File: config.mk
export PLATFORM = sky130hd
export DESIGN_NAME = pac_merge
export DESIGN_NICKNAME = d
export VERILOG_FILES = /design/src/design/pac_pkg.sv /design/src/design/pac_merge.sv
export SDC_FILE = /design/constraint.sdc
export NUM_CORES = 1
export LEC_CHECK = 0
export BUFFER_PORTS_ARGS = -buffer_cell sky130_fd_sc_hd__buf_4
export CAP_MARGIN = 20
export CORE_MARGIN = 5
export CORE_UTILIZATION = 40
export DETAILED_ROUTE_END_ITERATION = 7
export GPL_TIMING_DRIVEN = 0
export HOLD_SLACK_MARGIN = 0.06
export PLACE_DENSITY = 0.75
export REMOVE_ABC_BUFFERS = 1
export SLEW_MARGIN = 10
export SYNTH_ARGS = -nofsm -noshare
export SYNTH_HDL_FRONTEND = slang
export SYNTH_SLANG_ARGS = --single-unit
File: constraint.sdc
create_clock -name i_clk -period 0.8 [get_ports i_clk]
set_clock_uncertainty 0.15 [all_clocks]
set_input_delay 0.12 -clock i_clk [delete_from_list [all_inputs] [get_ports i_clk]]
set_output_delay 0.12 -clock i_clk [all_outputs]
set_load 0.02 [all_outputs]
File: src/design/pac_pkg.sv
// Shared constants, register indexes and lane control type for the pot angle conditioner.
package pac_pkg;

    localparam int SAMPLE_BITS       = 12;
    localparam int FRACTION_BITS_DEF = 16;
    localparam int CHANNELS          = 3;
    localparam int ALPHA_BITS        = 16;
    localparam int LIMIT_BITS        = 15;
    localparam int ANGLE_BITS        = 16;
    localparam int CFG_IDX_BITS      = 3;
    localparam int CFG_DATA_BITS     = 16;

    localparam int HALF_SHIFT = SAMPLE_BITS - 1;
    localparam logic [SAMPLE_BITS-1:0] HALF_SCALE =
        SAMPLE_BITS'((2 ** SAMPLE_BITS - 1) / 2);

    localparam logic [SAMPLE_BITS-1:0] CENTER_RST = SAMPLE_BITS'(2048);
    localparam logic [SAMPLE_BITS-1:0] DEAD_RST   = SAMPLE_BITS'(20);
    localparam logic [ALPHA_BITS-1:0]  ALPHA_RST  = ALPHA_BITS'(3277);
    localparam logic [LIMIT_BITS-1:0]  LIMIT_RST  = LIMIT_BITS'(24576);

    typedef enum logic [CFG_IDX_BITS-1:0] {
        REG_CENTER_PITCH = 3'd0,
        REG_CENTER_ROLL  = 3'd1,
        REG_CENTER_YAW   = 3'd2,
        REG_DEAD_BAND    = 3'd3,
        REG_ALPHA        = 3'd4,
        REG_ANGLE_LIMIT  = 3'd5
    } t_reg_idx;

    typedef struct packed {
        logic load;
        logic mult;
        logic level;
        logic offset;
        logic scale;
        logic divide;
        logic first;
    } t_lane_ctl;

endpackage

File: src/design/pac_merge.sv
// Output register that gathers the lane angles into one result word.
module pac_merge (
    input  logic                                  i_clk,
    input  logic                                  i_rst_n,
    input  logic                                  i_load,
    input  logic signed [pac_pkg::ANGLE_BITS-1:0] i_angle [pac_pkg::CHANNELS],
    input  logic                                  i_out_ready,
    output logic                                  o_out_valid,
    output logic                                  o_out_free,
    output logic signed [pac_pkg::ANGLE_BITS-1:0] o_angle [pac_pkg::CHANNELS]
);

    logic r_valid;
    logic signed [pac_pkg::ANGLE_BITS-1:0] r_angle [pac_pkg::CHANNELS];

    assign o_out_free  = !r_valid || i_out_ready;
    assign o_out_valid = r_valid;
    assign o_angle     = r_angle;

    always_ff @(posedge i_clk) begin
        if (!i_rst_n) begin
            r_valid <= 1'b0;
        end else if (i_load) begin
            r_valid <= 1'b1;
        end else if (i_out_ready) begin
            r_valid <= 1'b0;
        end
    end

    always_ff @(posedge i_clk) begin
        if (i_load) begin
            r_angle <= i_angle;
        end
    end

endmodule

Word-level counts from Yosys, hierarchy flattened
Cells that the tools add are included.
- $add $sub $neg: 0
- multiply operators: 0
- div/mod/pow operators: 0
- $lt $le $gt $ge: 0
- equality and inequality tests: 0
- shift operators: 0
- muxes and demuxes: 2
- bitwise logic cells: 0
- reduce and logical (&&, ||, !) cells: 3
- operators with widths (operator ; count):
    $mux 1 ; 2
    $reduce_bool 2->1 ; 1
    $logic_not 1->1 ; 1
    $logic_or 1x1->1 ; 1
- flip-flop bits (word level): 49
- latch bits: 0
- RAM bits: 0
- ROM bits: 0
- input port bits: 52
- output and inout port bits: 50
- logic and storage cells: 9
- memories kept: 0

Logic depth before layout (Yosys ltp)
- depth in word-level cells: 2
- mapped depth: 2
- mapped depth without buffers: 2

Worst setup path before layout
OpenSTA, ideal clock, no wires.
- path kind: register -> register
- start point: register o_out_valid (netlist name)
- end point: register r_valid, in the netlist o_out_valid
- arrival time: 708 ps
- required time: 584 ps
- path slack: -124 ps
- cell stages (with the launch flop): 3
- path buffers: 0
- cell sequence: dfxtp_1 -> nand2b_4 -> a21boi_2
- RTL lines (what ; line ; RTL):
    to (signal assigned) ; pac_merge.sv:22 ; r_valid <= 1'b0;
    to (signal assigned) ; pac_merge.sv:24 ; r_valid <= 1'b1;
    to (signal assigned) ; pac_merge.sv:26 ; r_valid <= 1'b0;
    to (decl) ; pac_merge.sv:13 ; logic r_valid;

Final worst setup path
- start point: register r_valid, in the netlist o_out_valid
- end point: output port o_out_free
- cells in the longest elaborated chain, start to end: 2
- ends and longest elaborated chain (what ; line ; RTL):
    $logic_not 1->1 ; pac_merge.sv:16 ; assign o_out_free = !r_valid || i_out_ready;
    $logic_or 1x1->1 ; pac_merge.sv:16 ;
    to (decl) ; pac_merge.sv:9 ; output logic o_out_free,
Every way passes these cells.

==> metrics.txt <==
status finished with violations; failing checks negative hold slack, negative setup slack; CTS root buf clkbuf_8; maxcap violations 0; CTS buffer count 5; Initial Util 41.0%; r2r endpoint o_out_valid$_SDFFE_PN0P_; TritonCTS clock tree yes; CP max FO 2; GPL Wtd Cong 0.714; Bufs on Longest Clock Path 2; nets 213; Synth Cell Area 1490 um^2; worst hold start i_angle[33]; per-cell routed wire length 16.0 um; H-tree depth 2; CTS Sinks 49; Core Area 3630 um^2; first-pass GRT wire length 4.82 mm; Min-Delay Path Class input pin to flop; grt ovf 0; syn_area_per_cell 28.7 um^2; crit start category flop; Clock Pin Slew Worst Setup and Hold Paths 0.08 ns; initial antenna violation count 0; Power Total 5500 uW; worst vdd ir 1650 uV; Top-Level Pins 102; Min-Delay Endpoint o_angle[33]$_DFFE_PP_; Switching Power 1230 uW; leak pwr 0.00109 uW; number of library cell types mapped by synthesis 5; Reg power frac 57.0%; FMAX 896 MHz; Seq/Total Area, Yosys 98.1%; Final Max Tran Viols 0; Die X-Extent 71.0 um; worst hold slack -0.148 ns; r2r setup slk -0.05 ns; endpoint class of the critical path output pin; Worst Path Arrival 0.85 ns; via count of the first global-routing pass 968; PwrDens 2110 nW/um^2; Net Sw Frac 22.4%; combinational power share 17.0%; clock network fraction of design power 26.0%; yosys warns 0; max_slew headroom 71.5%; met2 Usage GRT 21.2%; final-report hold violation count 49; vias per cell 4.34; Slew @ Worst Pin 0.428 ns; Post-DRT Antenna Nets 0; Die ar. 5050 um^2; Worst-Skew Late Latency 0.28 ns; Iter 0 DRT Violations 49; Crit Path Class flop to output pin; synthesized flop and latch total 49; hold depth 1; total number of vias 912; Setup violations, final 51; Area Growth Syn to Fin 74.8%; unrepaired setup endpoints after global routing yes; GRT Max-Usage Layer met2; total negative slack -14.45 ns; worst path required time 0.53 ns; layout cells sized above 1 68.5%; Port Buf Inserts 101; Global Route met1 Usage 12.6%; Rows 22; final WL 3.35 mm; DRC errors left 0; P_int 4270 uW; GRT Resource Usage Total 13.1%; Worst R2R Path Depth 3; Die H 71.0 um; Inserted Diodes 0; M3 GR Usage 10.4%; Final min period 1.12 ns; Cells after Synth 52; period utilization 140%; maximum number of pins on one net before global-route repair 50; Reg-to-Reg Start o_out_valid$_SDFFE_PN0P_; drt pass-1 iters 2; final worst slack -0.317 ns
[flip-flops by register name, indices dropped and copies added (netlist names)]
signal,count
o_out_valid,1
o_angle,48
[through the flow]
stage	std cells	cell area (um^2)	utilization [%]	setup slack, ns
global route	210	2610	71.7	-0.358
detailed placement	201	2310	63.5	-0.346
CTS	209	2590	71.2	-0.340
floorplan	52	1490	-	-0.124
finish	210	2610	71.7	-0.317
global placement	201	2310	63.5	-0.318
[routing by layer]
metal | part of all wire (%) | vias up | wire length [um]
li1 | - | 421 | -
met3 | 16 | 2 | 553
met1 | 32 | 424 | 1060
met5 | 0 | - | 0
met2 | 51 | 65 | 1730
met4 | 0.42 | 0 | 14
[cell families (layout without fill, tap and decap cells)]
family | after synthesis | after routing | share of synthesized area (%)
compound gates | 1 | 1 | 0.756
flops | 49 | 49 | 98.1
buf+inv | 1 | 111 | 0.252
simple gates | 1 | 1 | 0.923
[power by group through the flow]
| stage | Clock (uW) | Sequential, uW | Combinational, uW |
|---|---|---|---|
| floorplan | 0 | 3420 | 13.0 |
| global placement | 0 | 3150 | 809 |
| detailed placement | 0 | 3160 | 820 |
| CTS | 1490 | 3140 | 939 |
| global route | 1580 | 3160 | 981 |
| finish | 1430 | 3130 | 936 |
[synthesized netlist by cell type, drive strengths merged]
master | count | area [um^2]
inv | 1 | 3.75
nand2b | 1 | 13.8
edfxtp | 48 | 1440
a21boi | 1 | 11.3
dfxtp | 1 | 20.0
[placed cells by master, fill, tap and decap left out, drive strengths merged]
| cell type | instances |
|---|---|
| inv | 1 |
| nand2b | 1 |
| dfxtp | 1 |
| buf | 102 |
| a21boi | 1 |
| edfxtp | 48 |
| clkbuf | 8 |
[critical path, cell delays in order (launching register included)]
cell and delay, ns:
dfxtp_4 0.37, nand2b_4 0.07, buf_6 0.13
[worst max-delay path by stage]
stage,from,to,slack [ns],cells after the start
final,o_out_valid$_SDFFE_PN0P_,o_out_free,-0.32,2
after global routing,o_out_valid$_SDFFE_PN0P_,o_out_free,-0.36,2
after CTS,o_angle[2]$_DFFE_PP_,o_angle[2],-0.34,1
after detailed placement,i_load,o_angle[24]$_DFFE_PP_,-0.35,1
after global placement,i_load,o_angle[4]$_DFFE_PP_,-0.32,1
after floorplan,o_out_valid$_SDFFE_PN0P_,o_out_valid$_SDFFE_PN0P_,-0.12,2
[area by class of cell]
type / instances / area (um^2)
Sequential cell: 49 / 1470
Timing Repair Buffer: 102 / 961
Tap cell: 48 / 60.1
Multi-Input combinational cell: 2 / 25.0
Clock buffer: 8 / 90.1
Fill cell: 244 / 1030
Inverter: 1 / 3.75
[what timing repair did]
item / 4_1_cts / 5_1_grt
setup buffers: 0 / 1
endpoints found under the setup margin: 98 / 50
hold endpoints to repair: 49 / 49
pin swaps: 0 / 1
gates resized for setup: 51 / 3
Note: power is estimated with default switching activity, not from simulation.
