==> config.mk <==
export PLATFORM = sky130hd
export DESIGN_NAME = pac_ctrl
export DESIGN_NICKNAME = d
export VERILOG_FILES = /design/src/design/pac_pkg.sv /design/src/design/pac_ctrl.sv
export SDC_FILE = /design/constraint.sdc
export NUM_CORES = 1
export LEC_CHECK = 0
export BUFFER_PORTS_ARGS = -buffer_cell sky130_fd_sc_hd__buf_2
export CAP_MARGIN = 20
export CORE_AREA = 2 2 39 41
export CTS_BUF_LIST = sky130_fd_sc_hd__clkbuf_4
export CTS_CLUSTER_SIZE = 30
export DETAILED_ROUTE_END_ITERATION = 10
export DIE_AREA = 0 0 41 43
export PLACE_DENSITY = 0.43
export SETUP_SLACK_MARGIN = 0.05
export SKIP_LAST_GASP = 1
export SYNTH_ARGS = -nofsm -noshare
export SYNTH_HDL_FRONTEND = slang
export SYNTH_SLANG_ARGS = --single-unit
==> constraint.sdc <==
create_clock -name i_clk -period 0.8 [get_ports i_clk]
set_input_delay 0.08 -clock i_clk [delete_from_list [all_inputs] [get_ports i_clk]]
set_output_delay 0.08 -clock i_clk [all_outputs]
set_load 0.02 [all_outputs]
==> src/design/pac_pkg.sv <==
// Shared constants, register indexes and lane control type for the pot angle conditioner.
package pac_pkg;

    localparam int SAMPLE_BITS       = 12;
    localparam int FRACTION_BITS_DEF = 16;
    localparam int CHANNELS          = 3;
    localparam int ALPHA_BITS        = 16;
    localparam int LIMIT_BITS        = 15;
    localparam int ANGLE_BITS        = 16;
    localparam int CFG_IDX_BITS      = 3;
    localparam int CFG_DATA_BITS     = 16;

    localparam int HALF_SHIFT = SAMPLE_BITS - 1;
    localparam logic [SAMPLE_BITS-1:0] HALF_SCALE =
        SAMPLE_BITS'((2 ** SAMPLE_BITS - 1) / 2);

    localparam logic [SAMPLE_BITS-1:0] CENTER_RST = SAMPLE_BITS'(2048);
    localparam logic [SAMPLE_BITS-1:0] DEAD_RST   = SAMPLE_BITS'(20);
    localparam logic [ALPHA_BITS-1:0]  ALPHA_RST  = ALPHA_BITS'(3277);
    localparam logic [LIMIT_BITS-1:0]  LIMIT_RST  = LIMIT_BITS'(24576);

    typedef enum logic [CFG_IDX_BITS-1:0] {
        REG_CENTER_PITCH = 3'd0,
        REG_CENTER_ROLL  = 3'd1,
        REG_CENTER_YAW   = 3'd2,
        REG_DEAD_BAND    = 3'd3,
        REG_ALPHA        = 3'd4,
        REG_ANGLE_LIMIT  = 3'd5
    } t_reg_idx;

    typedef struct packed {
        logic load;
        logic mult;
        logic level;
        logic offset;
        logic scale;
        logic divide;
        logic first;
    } t_lane_ctl;

endpackage

==> src/design/pac_ctrl.sv <==
// Sequencer that steps one item through the lane stages.
module pac_ctrl (
    input  logic               i_clk,
    input  logic               i_rst_n,
    input  logic               i_in_valid,
    input  logic               i_out_free,
    output logic               o_in_ready,
    output logic               o_out_load,
    output pac_pkg::t_lane_ctl o_ctl
);

    typedef enum logic [2:0] {
        ST_IDLE,
        ST_SMOOTH,
        ST_LEVEL,
        ST_OFFSET,
        ST_SCALE,
        ST_DIVIDE,
        ST_DONE
    } t_state;

    t_state r_state;
    logic   r_first;

    assign o_in_ready = (r_state == ST_IDLE);
    assign o_out_load = (r_state == ST_DONE) && i_out_free;

    always_comb begin
        o_ctl        = '0;
        o_ctl.load   = o_in_ready && i_in_valid;
        o_ctl.mult   = (r_state == ST_SMOOTH);
        o_ctl.level  = (r_state == ST_LEVEL);
        o_ctl.offset = (r_state == ST_OFFSET);
        o_ctl.scale  = (r_state == ST_SCALE);
        o_ctl.divide = (r_state == ST_DIVIDE);
        o_ctl.first  = r_first;
    end

    always_ff @(posedge i_clk) begin
        if (!i_rst_n) begin
            r_state <= ST_IDLE;
            r_first <= 1'b1;
        end else begin
            case (r_state)
                ST_IDLE: begin
                    if (i_in_valid) begin
                        r_state <= ST_SMOOTH;
                    end
                end
                ST_SMOOTH: r_state <= ST_LEVEL;
                ST_LEVEL: begin
                    r_first <= 1'b0;
                    r_state <= ST_OFFSET;
                end
                ST_OFFSET: r_state <= ST_SCALE;
                ST_SCALE:  r_state <= ST_DIVIDE;
                ST_DIVIDE: r_state <= ST_DONE;
                ST_DONE: begin
                    if (i_out_free) begin
                        r_state <= ST_IDLE;
                    end
                end
                default: r_state <= ST_IDLE;
            endcase
        end
    end

endmodule

# Word level (Yosys, flattened, before mapping)
# Index checks and enable logic that the tools add are counted.
dict set report totals {
  register_bits 4
  latchBits 0
  ramBits 0
  mem_bits_ro 0
  in_bits 4
  output_inout_bits 9
  elab_cells 17
  mem_count 0
}
dict set report op_classes {
  addsub 0
  mul 0
  n_div 0
  magnitude_cmp 0
  eq_ne 8
  shift 0
  n_mux 3
  n_bitwise 0
  n_reduce_logical 4
}
# operator n
set ops {}
lappend ops {{$pmux 3 s7} 1}
lappend ops {{$eq 3x3->1 const B} 3}
lappend ops {{$eq 3x2->1 const B} 2}
lappend ops {{$mux 3} 2}
lappend ops {{$ne 2x2->1 const B} 2}
lappend ops {{$eq 3x1->1 const B} 1}
lappend ops {{$logic_not 3->1} 1}
lappend ops {{$logic_and 1x1->1} 2}
lappend ops {{$reduce_and 2->1} 1}

# Depth between registers and ports, before layout
dict set report logic_depth {
  ltp_word 3
  mapped_depth 4
  ltp_nobuf 3
}

# Worst setup path after synthesis
# Ideal clock, no wire load.
dict set report synth_timing {
  path_type {reg-to-output}
  from {register r_state[1]}
  to {output port o_ctl[6] (netlist bit)}
  t_arrival_ns 1.092
  t_required_ns 0.720
  setup_slack_ns -0.372
  path_stages_with_launch 4
  path_buffers 1
  cell_sequence {dfxtp_1 buf_4 nor3_2 and2_1}
}
# item line_no
set synth_lines {}
lappend synth_lines {{start: declaration} pac_ctrl.sv:22} ;# t_state r_state;
lappend synth_lines {{start signal: assignment} pac_ctrl.sv:41} ;# r_state <= ST_IDLE;
lappend synth_lines {{start signal: assignment} pac_ctrl.sv:47} ;# r_state <= ST_SMOOTH;
lappend synth_lines {{start signal: assignment} pac_ctrl.sv:50} ;# ST_SMOOTH: r_state <= ST_LEVEL;
lappend synth_lines {{end: declaration} pac_ctrl.sv:9} ;# output pac_pkg::t_lane_ctl o_ctl

==> summary.md <==
| Metric | Value |
|---|---|
| Hpwl dp | `439 um` |
| Root Driver | `clkbuf_4` |
| Final worst slack | `-344 ps` |
| Dpl ws | `-244 ps` |
| Ys async rst share | `0` |
| Required @ worst endpoint | `720 ps` |
| Core ar. | `1380 um^2` |
| Post-synth EDFFs | `0` |
| Max Transition Viols Final | `0` |
| Synth area leader | `dfxtp_1` |
| Worst-margin pin slew | `213 ps` |
| Gr ovfl total | `0` |
| Register area share after synthesis | `0.318` |
| DRC | `0` |
| Setup TNS | `-3080 ps` |
| Min-Delay Path Class | `input port to register` |
| Worst Setup End Kind | `output pin` |
| Flops & latches, synth | `4` |
| TritonCTS clock tree | `yes` |
| Ant diodes | `0` |
| Final worst-path cycle share | `1.43` |
| Syn avg cell area | `9.31 um^2` |
| DR vias | `256` |
| Slew margin rel. | `0.856` |
| Row count | `14` |
| YS warnings | `0` |
| Clk slew on worst S/H paths | `40 ps` |
| CTS Buffer Depth | `2` |
| GRT Overall Usage | `0.102` |
| Setup Crit Path Kind | `register to output pin` |
| Port Buf Inserts | `12` |
| Count leader, synth | `dfxtp_1` |
| RSZ-0062 raised after global routing | `yes` |
| Detail Route Antenna Nets | `0` |
| FF-to-FF path depth | `4` |
| Initial Util | `0.182` |
| Failing checks | `negative setup slack` |
| Full die area | `1760 um^2` |
| Fin area | `470 um^2` |
| Status | `complete, but fails checks` |
| Placed Area | `357 um^2` |
| Critical Path Start Type | `register` |
| Max IR drop VDD | `0.489 mV` |
| First-pass GRT wire length | `1130 um` |
| Num ports | `13` |
| CTS sink count | `4` |
| Fmax | `874 MHz` |
| Library cells used by synthesis | `19` |
| Largest net degree at the start of global routing | `12` |
| Worst skew pair latency | `230 ps` |
| Post-Syn Nets | `31` |
| Clk_skew | `1.60 ps` |
| Pleak | `0.210 nW` |
| Post-Route WL | `649 um` |
| Hold WS | `61.4 ps` |
| Post-layout min period | `1140 ps` |
| Synth Cell Area | `251 um^2` |
| Endpoints failing hold | `0` |
| Hold Path Cell Cnt | `2` |
| # nets final | `49` |
| Die height | `43 um` |
| Vias in the first global route | `245` |
| Vias/cell | `4.34` |
| Area Overhead vs Synth | `87.1%` |
| Synth cell count leaders | `4 x dfxtp_1, 3 x nor3b_1, 2 x and3b_1, 2 x buf_4, 2 x o21ai_1` |
| CP arrival | `1060 ps` |
| Top cells by area, synth | `dfxtp_1 32%, nor3b_1 9.0%, and3b_1 7.0%` |
| WL/cell | `11.0 um` |
| Die width | `41 um` |
| Pwr/cell area | `1570 nW/um^2` |
| Pre-antenna DRT Iters | `3` |
| H-tree depth | `1` |
| Final GP Congestion | `0.657` |
| Post-layout util | `0.340` |
| Antenna violations before repair | `0` |
| Share of the synthesized area in the top cell type | `0.318` |
| Fraction of layout cells with a size suffix above 1 | `0.814` |
| Mapped Cells | `27` |
| Critical Path Fanout Max | `5` |
| 1st-iter DRT viols | `2` |
| Setup violations, final | `12` |
| Num CTS Buffers | `3` |
| Post-synth top flop | `dfxtp_1` |
| Max-cap viol count | `0` |
[registers in the layout, indices dropped and copies added (netlist names)]
| register | count |
|---|---|
| r_state | 3 |
| r_first | 1 |
[cell usage in the layout (no fill, tap or decap), types with 2 or more instances in the layout]
cell      netlist  routed
buf_2           1       4
o21ai_1         2       2
nor3b_4         0       2
clkbuf_4        0       3
buf_4           2       4
buf_6           1       9
nor3b_2         1       2
and3b_2         0       2
dfxtp_4         0       3
[logic make-up (layout without fill, tap and decap cells)]
kind of cell / after synthesis / after routing / synth area share
buf+inv: 5 / 21 / 0.139
compound gates: 4 / 4 / 0.0945
mux: 1 / 1 / 0.0398
simple gates: 13 / 13 / 0.408
flops: 4 / 4 / 0.318
[power by group]
| group | internal (W) | switching, W | leakage (nW) |
|---|---|---|---|
| combinational | 0.000139 | 0.000102 | 0.162 |
| clock | 0.000167 | 0.0000776 | 0.0138 |
| sequential | 0.000217 | 0.0000379 | 0.0345 |
[final timing paths]
path / startpoint / endpoint / slack, ps
setup / recovery: r_state[2] / o_ctl[6] / -340
hold / removal: i_rst_n / r_first / 60
setup reg to reg: r_state[1] / r_state[0] / -160
hold reg to reg: r_first / r_first / 450
[through the flow]
stage | instances | total power, W
after floorplan | 27 | 0.000404
after global placement | 53 | 0.000432
after detailed placement | 53 | 0.000435
after CTS | 58 | 0.000755
after global routing | 59 | 0.000796
final | 59 | 0.000741
[critical path, stage by stage, from the launching register on]
cell and delay (ps):
dfxtp_4 360, nor3_4 200, and2_4 170, buf_6 110
[cell type report]
class                           count  area, um^2
Inverter                            1        3.75
Multi-Input combinational cell     18         180
Tap cell                           16        20.0
Sequential cell                     4        92.6
Fill cell                         149         913
Clock buffer                        3        22.5
Timing Repair Buffer               17         151
[routing by layer]
metal  vias up  routed length, um  track usage
li1        127                  -            -
met1       119                289        0.141
met2        10                327        0.116
met3         0                 32       0.0157
met4         0                  0        0.120
met5         -                  0            0
[repair_timing]
item / 4_1_cts / 5_1_grt
endpoints found under the setup margin: 13 / 13
setup buffers: 2 / 1
pin swaps: 3 / 3
hold buffers: 0 / 0
resized for setup: 24 / 1
(Power assumes the default switching activity.)
