**config.mk**
```make
export PLATFORM = sky130hd
export DESIGN_NAME = pac_lane
export DESIGN_NICKNAME = d
export VERILOG_FILES = /design/src/design/pac_pkg.sv /design/src/design/pac_lane.sv
export SDC_FILE = /design/constraint.sdc
export NUM_CORES = 2
export LEC_CHECK = 0
export ABC_AREA = 1
export CORE_MARGIN = 3
export CORE_UTILIZATION = 40
export DETAILED_ROUTE_END_ITERATION = 8
export DONT_BUFFER_PORTS = 1
export GPL_TIMING_DRIVEN = 0
export PLACE_DENSITY = 0.51
export SETUP_SLACK_MARGIN = 0.2
export SLEW_MARGIN = 15
export SYNTH_ARGS = -nofsm -noshare
export SYNTH_HDL_FRONTEND = slang
export SYNTH_SLANG_ARGS = --single-unit
```
**constraint.sdc**
```tcl
create_clock -name i_clk -period 12.3 [get_ports i_clk]
set_input_delay 0.615 -clock i_clk [delete_from_list [all_inputs] [get_ports i_clk]]
set_output_delay 0.615 -clock i_clk [all_outputs]
set_load 0.01 [all_outputs]
```
**src/design/pac_pkg.sv**
```systemverilog
// Shared constants, register indexes and lane control type for the pot angle conditioner.
package pac_pkg;

    localparam int SAMPLE_BITS       = 12;
    localparam int FRACTION_BITS_DEF = 16;
    localparam int CHANNELS          = 3;
    localparam int ALPHA_BITS        = 16;
    localparam int LIMIT_BITS        = 15;
    localparam int ANGLE_BITS        = 16;
    localparam int CFG_IDX_BITS      = 3;
    localparam int CFG_DATA_BITS     = 16;

    localparam int HALF_SHIFT = SAMPLE_BITS - 1;
    localparam logic [SAMPLE_BITS-1:0] HALF_SCALE =
        SAMPLE_BITS'((2 ** SAMPLE_BITS - 1) / 2);

    localparam logic [SAMPLE_BITS-1:0] CENTER_RST = SAMPLE_BITS'(2048);
    localparam logic [SAMPLE_BITS-1:0] DEAD_RST   = SAMPLE_BITS'(20);
    localparam logic [ALPHA_BITS-1:0]  ALPHA_RST  = ALPHA_BITS'(3277);
    localparam logic [LIMIT_BITS-1:0]  LIMIT_RST  = LIMIT_BITS'(24576);

    typedef enum logic [CFG_IDX_BITS-1:0] {
        REG_CENTER_PITCH = 3'd0,
        REG_CENTER_ROLL  = 3'd1,
        REG_CENTER_YAW   = 3'd2,
        REG_DEAD_BAND    = 3'd3,
        REG_ALPHA        = 3'd4,
        REG_ANGLE_LIMIT  = 3'd5
    } t_reg_idx;

    typedef struct packed {
        logic load;
        logic mult;
        logic level;
        logic offset;
        logic scale;
        logic divide;
        logic first;
    } t_lane_ctl;

endpackage

```
**src/design/pac_lane.sv**
```systemverilog
// One channel: moving average, center offset, deadzone and scaling to an angle.
module pac_lane #(
    parameter int FRACTION_BITS = pac_pkg::FRACTION_BITS_DEF
) (
    input  logic                                   i_clk,
    input  logic                                   i_rst_n,
    input  pac_pkg::t_lane_ctl                     i_ctl,
    input  logic        [pac_pkg::SAMPLE_BITS-1:0] i_sample,
    input  logic        [pac_pkg::SAMPLE_BITS-1:0] i_center,
    input  logic        [pac_pkg::SAMPLE_BITS-1:0] i_dead_band,
    input  logic        [pac_pkg::ALPHA_BITS-1:0]  i_alpha,
    input  logic        [pac_pkg::LIMIT_BITS-1:0]  i_limit,
    output logic signed [pac_pkg::ANGLE_BITS-1:0]  o_angle
);

    localparam int SB = pac_pkg::SAMPLE_BITS;
    localparam int LW = SB + FRACTION_BITS;
    localparam int DW = LW + 1;
    localparam int MW = DW + pac_pkg::ALPHA_BITS + 1;
    localparam int PW = SB + pac_pkg::LIMIT_BITS;
    localparam int K  = pac_pkg::HALF_SHIFT;

    logic        [SB-1:0] r_smp;
    logic        [LW-1:0] r_lvl, n_lvl;
    logic signed [MW-1:0] r_prod;
    logic        [SB-1:0] r_mag;
    logic                 r_neg, r_zero, r_sat;
    logic        [PW-1:0] r_p;
    logic        [PW-1:0] r_q;

    logic signed [DW-1:0]                    w_diff;
    logic signed [pac_pkg::ALPHA_BITS:0]     w_alpha;
    logic signed [MW-1:0]                    w_prod;
    logic signed [MW-1:0]                    w_step;
    logic        [MW-1:0]                    w_sum;
    logic        [SB-1:0]                    w_whole;
    logic                                    w_neg;
    logic        [SB-1:0]                    w_mag;
    logic        [PW:0]                      w_qsum;
    logic        [PW-1:0]                    w_rem;
    logic        [PW-1:0]                    w_q;
    logic        [pac_pkg::ANGLE_BITS-1:0]   w_abs;

    assign w_diff  = $signed({1'b0, r_smp, {FRACTION_BITS{1'b0}}}) - $signed({1'b0, r_lvl});
    assign w_alpha = $signed({1'b0, i_alpha});
    assign w_prod  = w_diff * w_alpha;

    assign w_step = r_prod >>> pac_pkg::ALPHA_BITS;
    assign w_sum  = w_step + {{(MW - LW){1'b0}}, r_lvl};
    assign n_lvl  = i_ctl.first ? {r_smp, {FRACTION_BITS{1'b0}}} : w_sum[LW-1:0];

    assign w_whole = r_lvl[LW-1:FRACTION_BITS];
    assign w_neg   = w_whole < i_center;
    assign w_mag   = w_neg ? (i_center - w_whole) : (w_whole - i_center);

    assign w_qsum = ({1'b0, r_p} + {{(K + 1){1'b0}}, r_p[PW-1:K]}) >> K;

    always_ff @(posedge i_clk) begin
        if (!i_rst_n) begin
            r_lvl <= '0;
        end else if (i_ctl.level) begin
            r_lvl <= n_lvl;
        end
    end

    always_ff @(posedge i_clk) begin
        if (i_ctl.load) begin
            r_smp <= i_sample;
        end
        if (i_ctl.mult) begin
            r_prod <= w_prod;
        end
        if (i_ctl.offset) begin
            r_mag  <= w_mag;
            r_neg  <= w_neg;
            r_zero <= w_mag < i_dead_band;
            r_sat  <= w_mag >= pac_pkg::HALF_SCALE;
        end
        if (i_ctl.scale) begin
            r_p <= PW'(r_mag) * PW'(i_limit);
        end
        if (i_ctl.divide) begin
            r_q <= w_qsum[PW-1:0];
        end
    end

    always_comb begin
        w_rem = r_p - (r_q << K) + r_q;
        w_q   = (w_rem >= PW'(pac_pkg::HALF_SCALE)) ? r_q + PW'(1) : r_q;
        if (r_zero) begin
            w_abs = '0;
        end else if (r_sat) begin
            w_abs = pac_pkg::ANGLE_BITS'(i_limit);
        end else begin
            w_abs = w_q[pac_pkg::ANGLE_BITS-1:0];
        end
    end

    assign o_angle = r_neg ? $signed(-w_abs) : $signed(w_abs);

endmodule

```
Word-level counts from Yosys, hierarchy flattened
Cells that the tools add are included.
{"block": "op_classes", "add_sub_neg": 9, "n_mul": 2, "magnitude_cmp": 4, "n_mux": 6}
{"operator": "16-bit two-way mux", "n": 4}
{"operator": "29-bit by 17-bit multiplier with 44-bit output", "n": 1}
{"operator": "28-bit by 28-bit subtractor with 29-bit output", "n": 1}
{"operator": "27-bit by 16-bit adder with 28-bit output", "n": 1}
{"operator": "28-bit adder", "n": 1}
{"operator": "28-bit two-way mux", "n": 1}
{"operator": "27-bit by 17-bit adder with 27-bit output", "n": 1}
{"operator": "27-bit by 11-bit greater-or-equal comparator with 1-bit output (second input constant)", "n": 1}
{"operator": "12-bit by 15-bit multiplier with 27-bit output", "n": 1}
{"operator": "27-bit subtractor", "n": 1}
{"operator": "12-bit less-than comparator", "n": 2}
{"operator": "12-bit subtractor", "n": 2}
{"operator": "16-bit by 1-bit adder with 16-bit output (second input constant)", "n": 1}
{"operator": "16-bit negator", "n": 1}
{"operator": "12-bit by 11-bit greater-or-equal comparator with 1-bit output (second input constant)", "n": 1}
{"operator": "12-bit two-way mux", "n": 1}
{"block": "word_totals", "ff_bits": 143, "input_bits": 76, "output_inout_bits": 16, "elab_cells": 30}

Longest topological paths before layout
{"block": "logic_depth", "word_depth": 8, "depth_mapped": 42}

Worst setup path after synthesis
OpenSTA, ideal clock, no wires.
{"block": "synth_path", "path_type": "register -> register", "from": "register r_lvl[0]", "to": "register r_prod[36], data pin", "setup_time_ns": 0.259, "t_arrival_ns": 7.155, "setup_slack_ns": 4.886, "path_stages_with_launch": 38, "path_buffers": 2, "period_less_slack_ns": 7.414, "cell_sequence": "dfxtp_1 buf_2 nor3_2 nand2_1 nor2_1 nand3_1 nor2_1 inv_1 or2_1 nor2_2 nand2_1 o21ai_0 nand2_1 inv_1 clkbuf_1 nand2_1 fa_1 inv_1 [... 2 more ...] fa_1 inv_1 fa_1 inv_1 fa_1 inv_1 fa_1 ha_1 nand2_1 nor2_1 o21ai_0 o211ai_1 o21bai_1 a21oi_1 o31ai_1 a21o_1 a21oi_1 xnor2_1"}
{"block": "synth_between", "elab_chain_len": 2}
{"element": "from (decl)", "line": "pac_lane.sv:24", "rtl": "logic [LW-1:0] r_lvl, n_lvl;"}
{"element": "from (signal assigned)", "line": "pac_lane.sv:62", "rtl": "r_lvl <= n_lvl;"}
{"element": "28-bit by 28-bit subtractor with 29-bit output", "line": "pac_lane.sv:44", "rtl": "assign w_diff = $signed({1'b0, r_smp, {FRACTION_BITS{1'b0}}}) - $signed({1'b0, r_lvl});"}
{"element": "29-bit by 17-bit multiplier with 44-bit output", "line": "pac_lane.sv:46", "rtl": "assign w_prod = w_diff * w_alpha;"}
{"element": "net w_prod[36]", "line": "pac_lane.sv:33", "rtl": "logic signed [MW-1:0] w_prod;"}
{"element": "to (signal assigned)", "line": "pac_lane.sv:71", "rtl": "r_prod <= w_prod;"}
{"element": "to (decl)", "line": "pac_lane.sv:25", "rtl": "logic signed [MW-1:0] r_prod;"}
The timed path passes the listed nets, and every way through them passes these cells.
A chain may end at the register's enable or synchronous reset.

Worst setup path after layout
Ends and elaborated chain as after synthesis.

==> impl_metrics.json <==
{
  "synth-edff-count": 99,
  "drtAntennaViolNets": 0,
  "r2r_cells": 37,
  "rsz0062_at_grt": "false",
  "fp.dieH_um": 295,
  "place_area_um2": 34800,
  "nets": 5343,
  "final_cell_mix": "1088 x inv_1, 1048 x nand2_1, 572 x fa_1",
  "cap_viol_max_count": 0,
  "layout-drive-gt1-share_pct": 3.20,
  "dp_slack_ps": 2750,
  "clock_path_buffers": 2,
  "vias": 26900,
  "drtIter0Drc": 1391,
  "ctsHtreeMaxLevel": 4,
  "reg2reg_from": "r_lvl[0]$_SDFFE_PN0P_",
  "area_growth_pct": 5.75,
  "grt_pass1_wl_um": 159000,
  "required_ps": 12490,
  "postCtsSetupRepairBufs": 0,
  "place.gp.congestion": 0.919,
  "crit_top_cell": "inv_1",
  "hold_path_class": "input port to flip-flop",
  "async_flop_share_pct": 0,
  "startpoint_type": "flip-flop",
  "antenna_found_initial": 0,
  "fmax_mhz": 105,
  "setup_viol_count_final": 0,
  "overflow": 0,
  "setup_ws_ps": 2760,
  "ctsHoldBuffers": 0,
  "holdWs_ps": 265,
  "cts_root_buffer": "clkbuf_16",
  "fin_tns_setup_ps": 0,
  "crit_slowest_cell": "o31ai_1",
  "cts_tree": "done",
  "syn_area_per_cell_um2": 7.65,
  "antennaDiodeCount": 0,
  "first_pass_iters": 5,
  "slew_headroom_pct": 23.7,
  "whs_path_depth": 0,
  "routed_wl_um": 101000,
  "cts_resized": 0,
  "vias_per_cell": 4.92,
  "wire_per_inst_um": 18.5,
  "status": "finished clean",
  "initial_utilization_pct": 40.5,
  "crit_path_max_fanout": 10,
  "grt_pass1_vias": 27700,
  "max_stage_delay_ps": 930,
  "synth_seq_area_share_pct": 10.6,
  "io_pins": 92,
  "yosys_warnings": 0,
  "syn_nets": 5324,
  "cts_sinks": 127,
  "min_period_ps": 9540,
  "die-area_um2": 87100,
  "clk_latency_ps": 450,
  "ys_ff_latch": 127,
  "yosysUniqueCellTypes": 52,
  "critPathKind": "flip-flop to flip-flop",
  "hold_violations": 0,
  "layout_commonest_cell": "inv_1",
  "grt_max_degree": 29,
  "crit_start": "r_lvl[0]$_SDFFE_PN0P_",
  "die_width_um": 295,
  "clkTransAtPathRegs_ps": 70,
  "core_area_um2": 82500,
  "grt_use_total_pct": 23.8,
  "min_from": "i_sample[2]",
  "fp-row-count": 105,
  "crit_arrival_ps": 9730,
  "synth_ff_type": "edfxtp_1",
  "buffer_ports.inserted": 0,
  "drc_errors": 0,
  "skew_ps": 10.5,
  "period_share_pct": 77.6,
  "tightestPinTransition_ps": 1130,
  "slew_violations": 0,
  "cts_buffers": 17,
  "fillers": 8690,
  "fin_area_um2": 35400,
  "synth_area_um2": 33400,
  "dp_hpwl_um": 88500,
  "syn_inst": 4371,
  "cp-end-kind": "flip-flop"
}
[sequential cells by signal, summed over array words and instances, names as in the netlist]
register and cells:
r_smp 12, r_sat 1, r_lvl 28, r_zero 1
r_neg 1, r_mag 12, r_q 17, r_prod 28
r_p 27
[per-layer routing]
layer | wire length [um] | part of all wire [%] | GRT usage (%)
met5 | 0 | 0 | 0
met1 | 44300 | 44 | 31.2
met4 | 2940 | 2.9 | 6.87
met2 | 49600 | 49 | 41.5
met3 | 4510 | 4.4 | 2.64
[path summary, 6_finish.rpt]
| path | end | slack, ps |
|---|---|---|
| setup / recovery | r_prod[36]$_DFFE_PP_ | 2760 |
| hold / removal | r_smp[2]$_DFFE_PP_ | 270 |
| setup reg to reg | r_prod[36]$_DFFE_PP_ | 2760 |
| hold reg to reg | r_lvl[20]$_SDFFE_PN0P_ | 520 |
[cell usage after synthesis (4+ instances only)]
| cell type | number | area share, % |
|---|---|---|
| nor4_1 | 11 | 0.21 |
| nor3_1 | 24 | 0.36 |
| xor2_1 | 83 | 2.2 |
| or2_2 | 34 | 0.64 |
| nand2_2 | 19 | 0.36 |
| nand2_1 | 1048 | 12 |
| edfxtp_1 | 99 | 8.9 |
| a21o_1 | 13 | 0.29 |
| o221ai_1 | 5 | 0.13 |
| nand4_1 | 41 | 0.77 |
| o21ai_0 | 96 | 1.4 |
| dfxtp_1 | 28 | 1.7 |
| inv_1 | 1088 | 12 |
| o21a_1 | 5 | 0.11 |
| nor2_4 | 6 | 0.20 |
| a31oi_1 | 10 | 0.19 |
| buf_2 | 8 | 0.12 |
| inv_2 | 8 | 0.090 |
| o21ai_1 | 5 | 0.075 |
| o21bai_1 | 8 | 0.18 |
| buf_4 | 4 | 0.090 |
| ha_1 | 305 | 11 |
| clkinv_1 | 7 | 0.079 |
| nand3b_1 | 6 | 0.13 |
| o211ai_1 | 18 | 0.40 |
| fa_1 | 572 | 34 |
| nor2_2 | 10 | 0.19 |
| nand3_2 | 7 | 0.21 |
| o21ai_2 | 4 | 0.10 |
| clkbuf_1 | 98 | 1.1 |
| nand3_1 | 88 | 1.3 |
| xnor2_1 | 53 | 1.4 |
| a21oi_1 | 210 | 3.1 |
| nor2_1 | 320 | 3.6 |
[critical path, delay by kind of cell (launching register included)]
kind	cells	cell delay [ps]
adder cells (fa/ha/maj)	7	3560
XOR/XNOR	1	130
flip-flops	1	310
AND/OR/NAND/NOR	12	2020
buffers and inverters	9	1250
AO/OA/AOI/OAI	8	2000
[area by class of cell]
class                           instances  area, um^2  share of cell area, %
Buffer                                116         487                   1.38
Clock buffer                           17         425                   1.20
Clock inverter                         15         151                  0.428
Inverter                             1103        4140                   11.7
Multi-Input combinational cell       3025       25300                   71.5
Sequential cell                       127        3530                   9.99
Tap cell                             1070        1340                   3.79
[stage by stage]
stage | std cells | util, %
after floorplan | 4371 | -
after global placement | 5441 | 42.2
after detailed placement | 5441 | 42.2
after CTS | 5473 | 42.9
after global routing | 5473 | 42.9
final | 5473 | 42.9
[cell families (layout without fill, tap and decap cells)]
group	count (synthesis)	after routing	share of synthesized area, %
flops	127	127	10.6
fa+ha+maj	877	877	45.6
xor+xnor	136	136	3.56
compound gates	389	389	6.46
simple gates	1623	1623	19.9
buf+inv	1219	1251	13.8
Power is left out: the tool's default activity adds up to more than one toggle a clock period on the data nets, which glitch-free logic cannot reach.
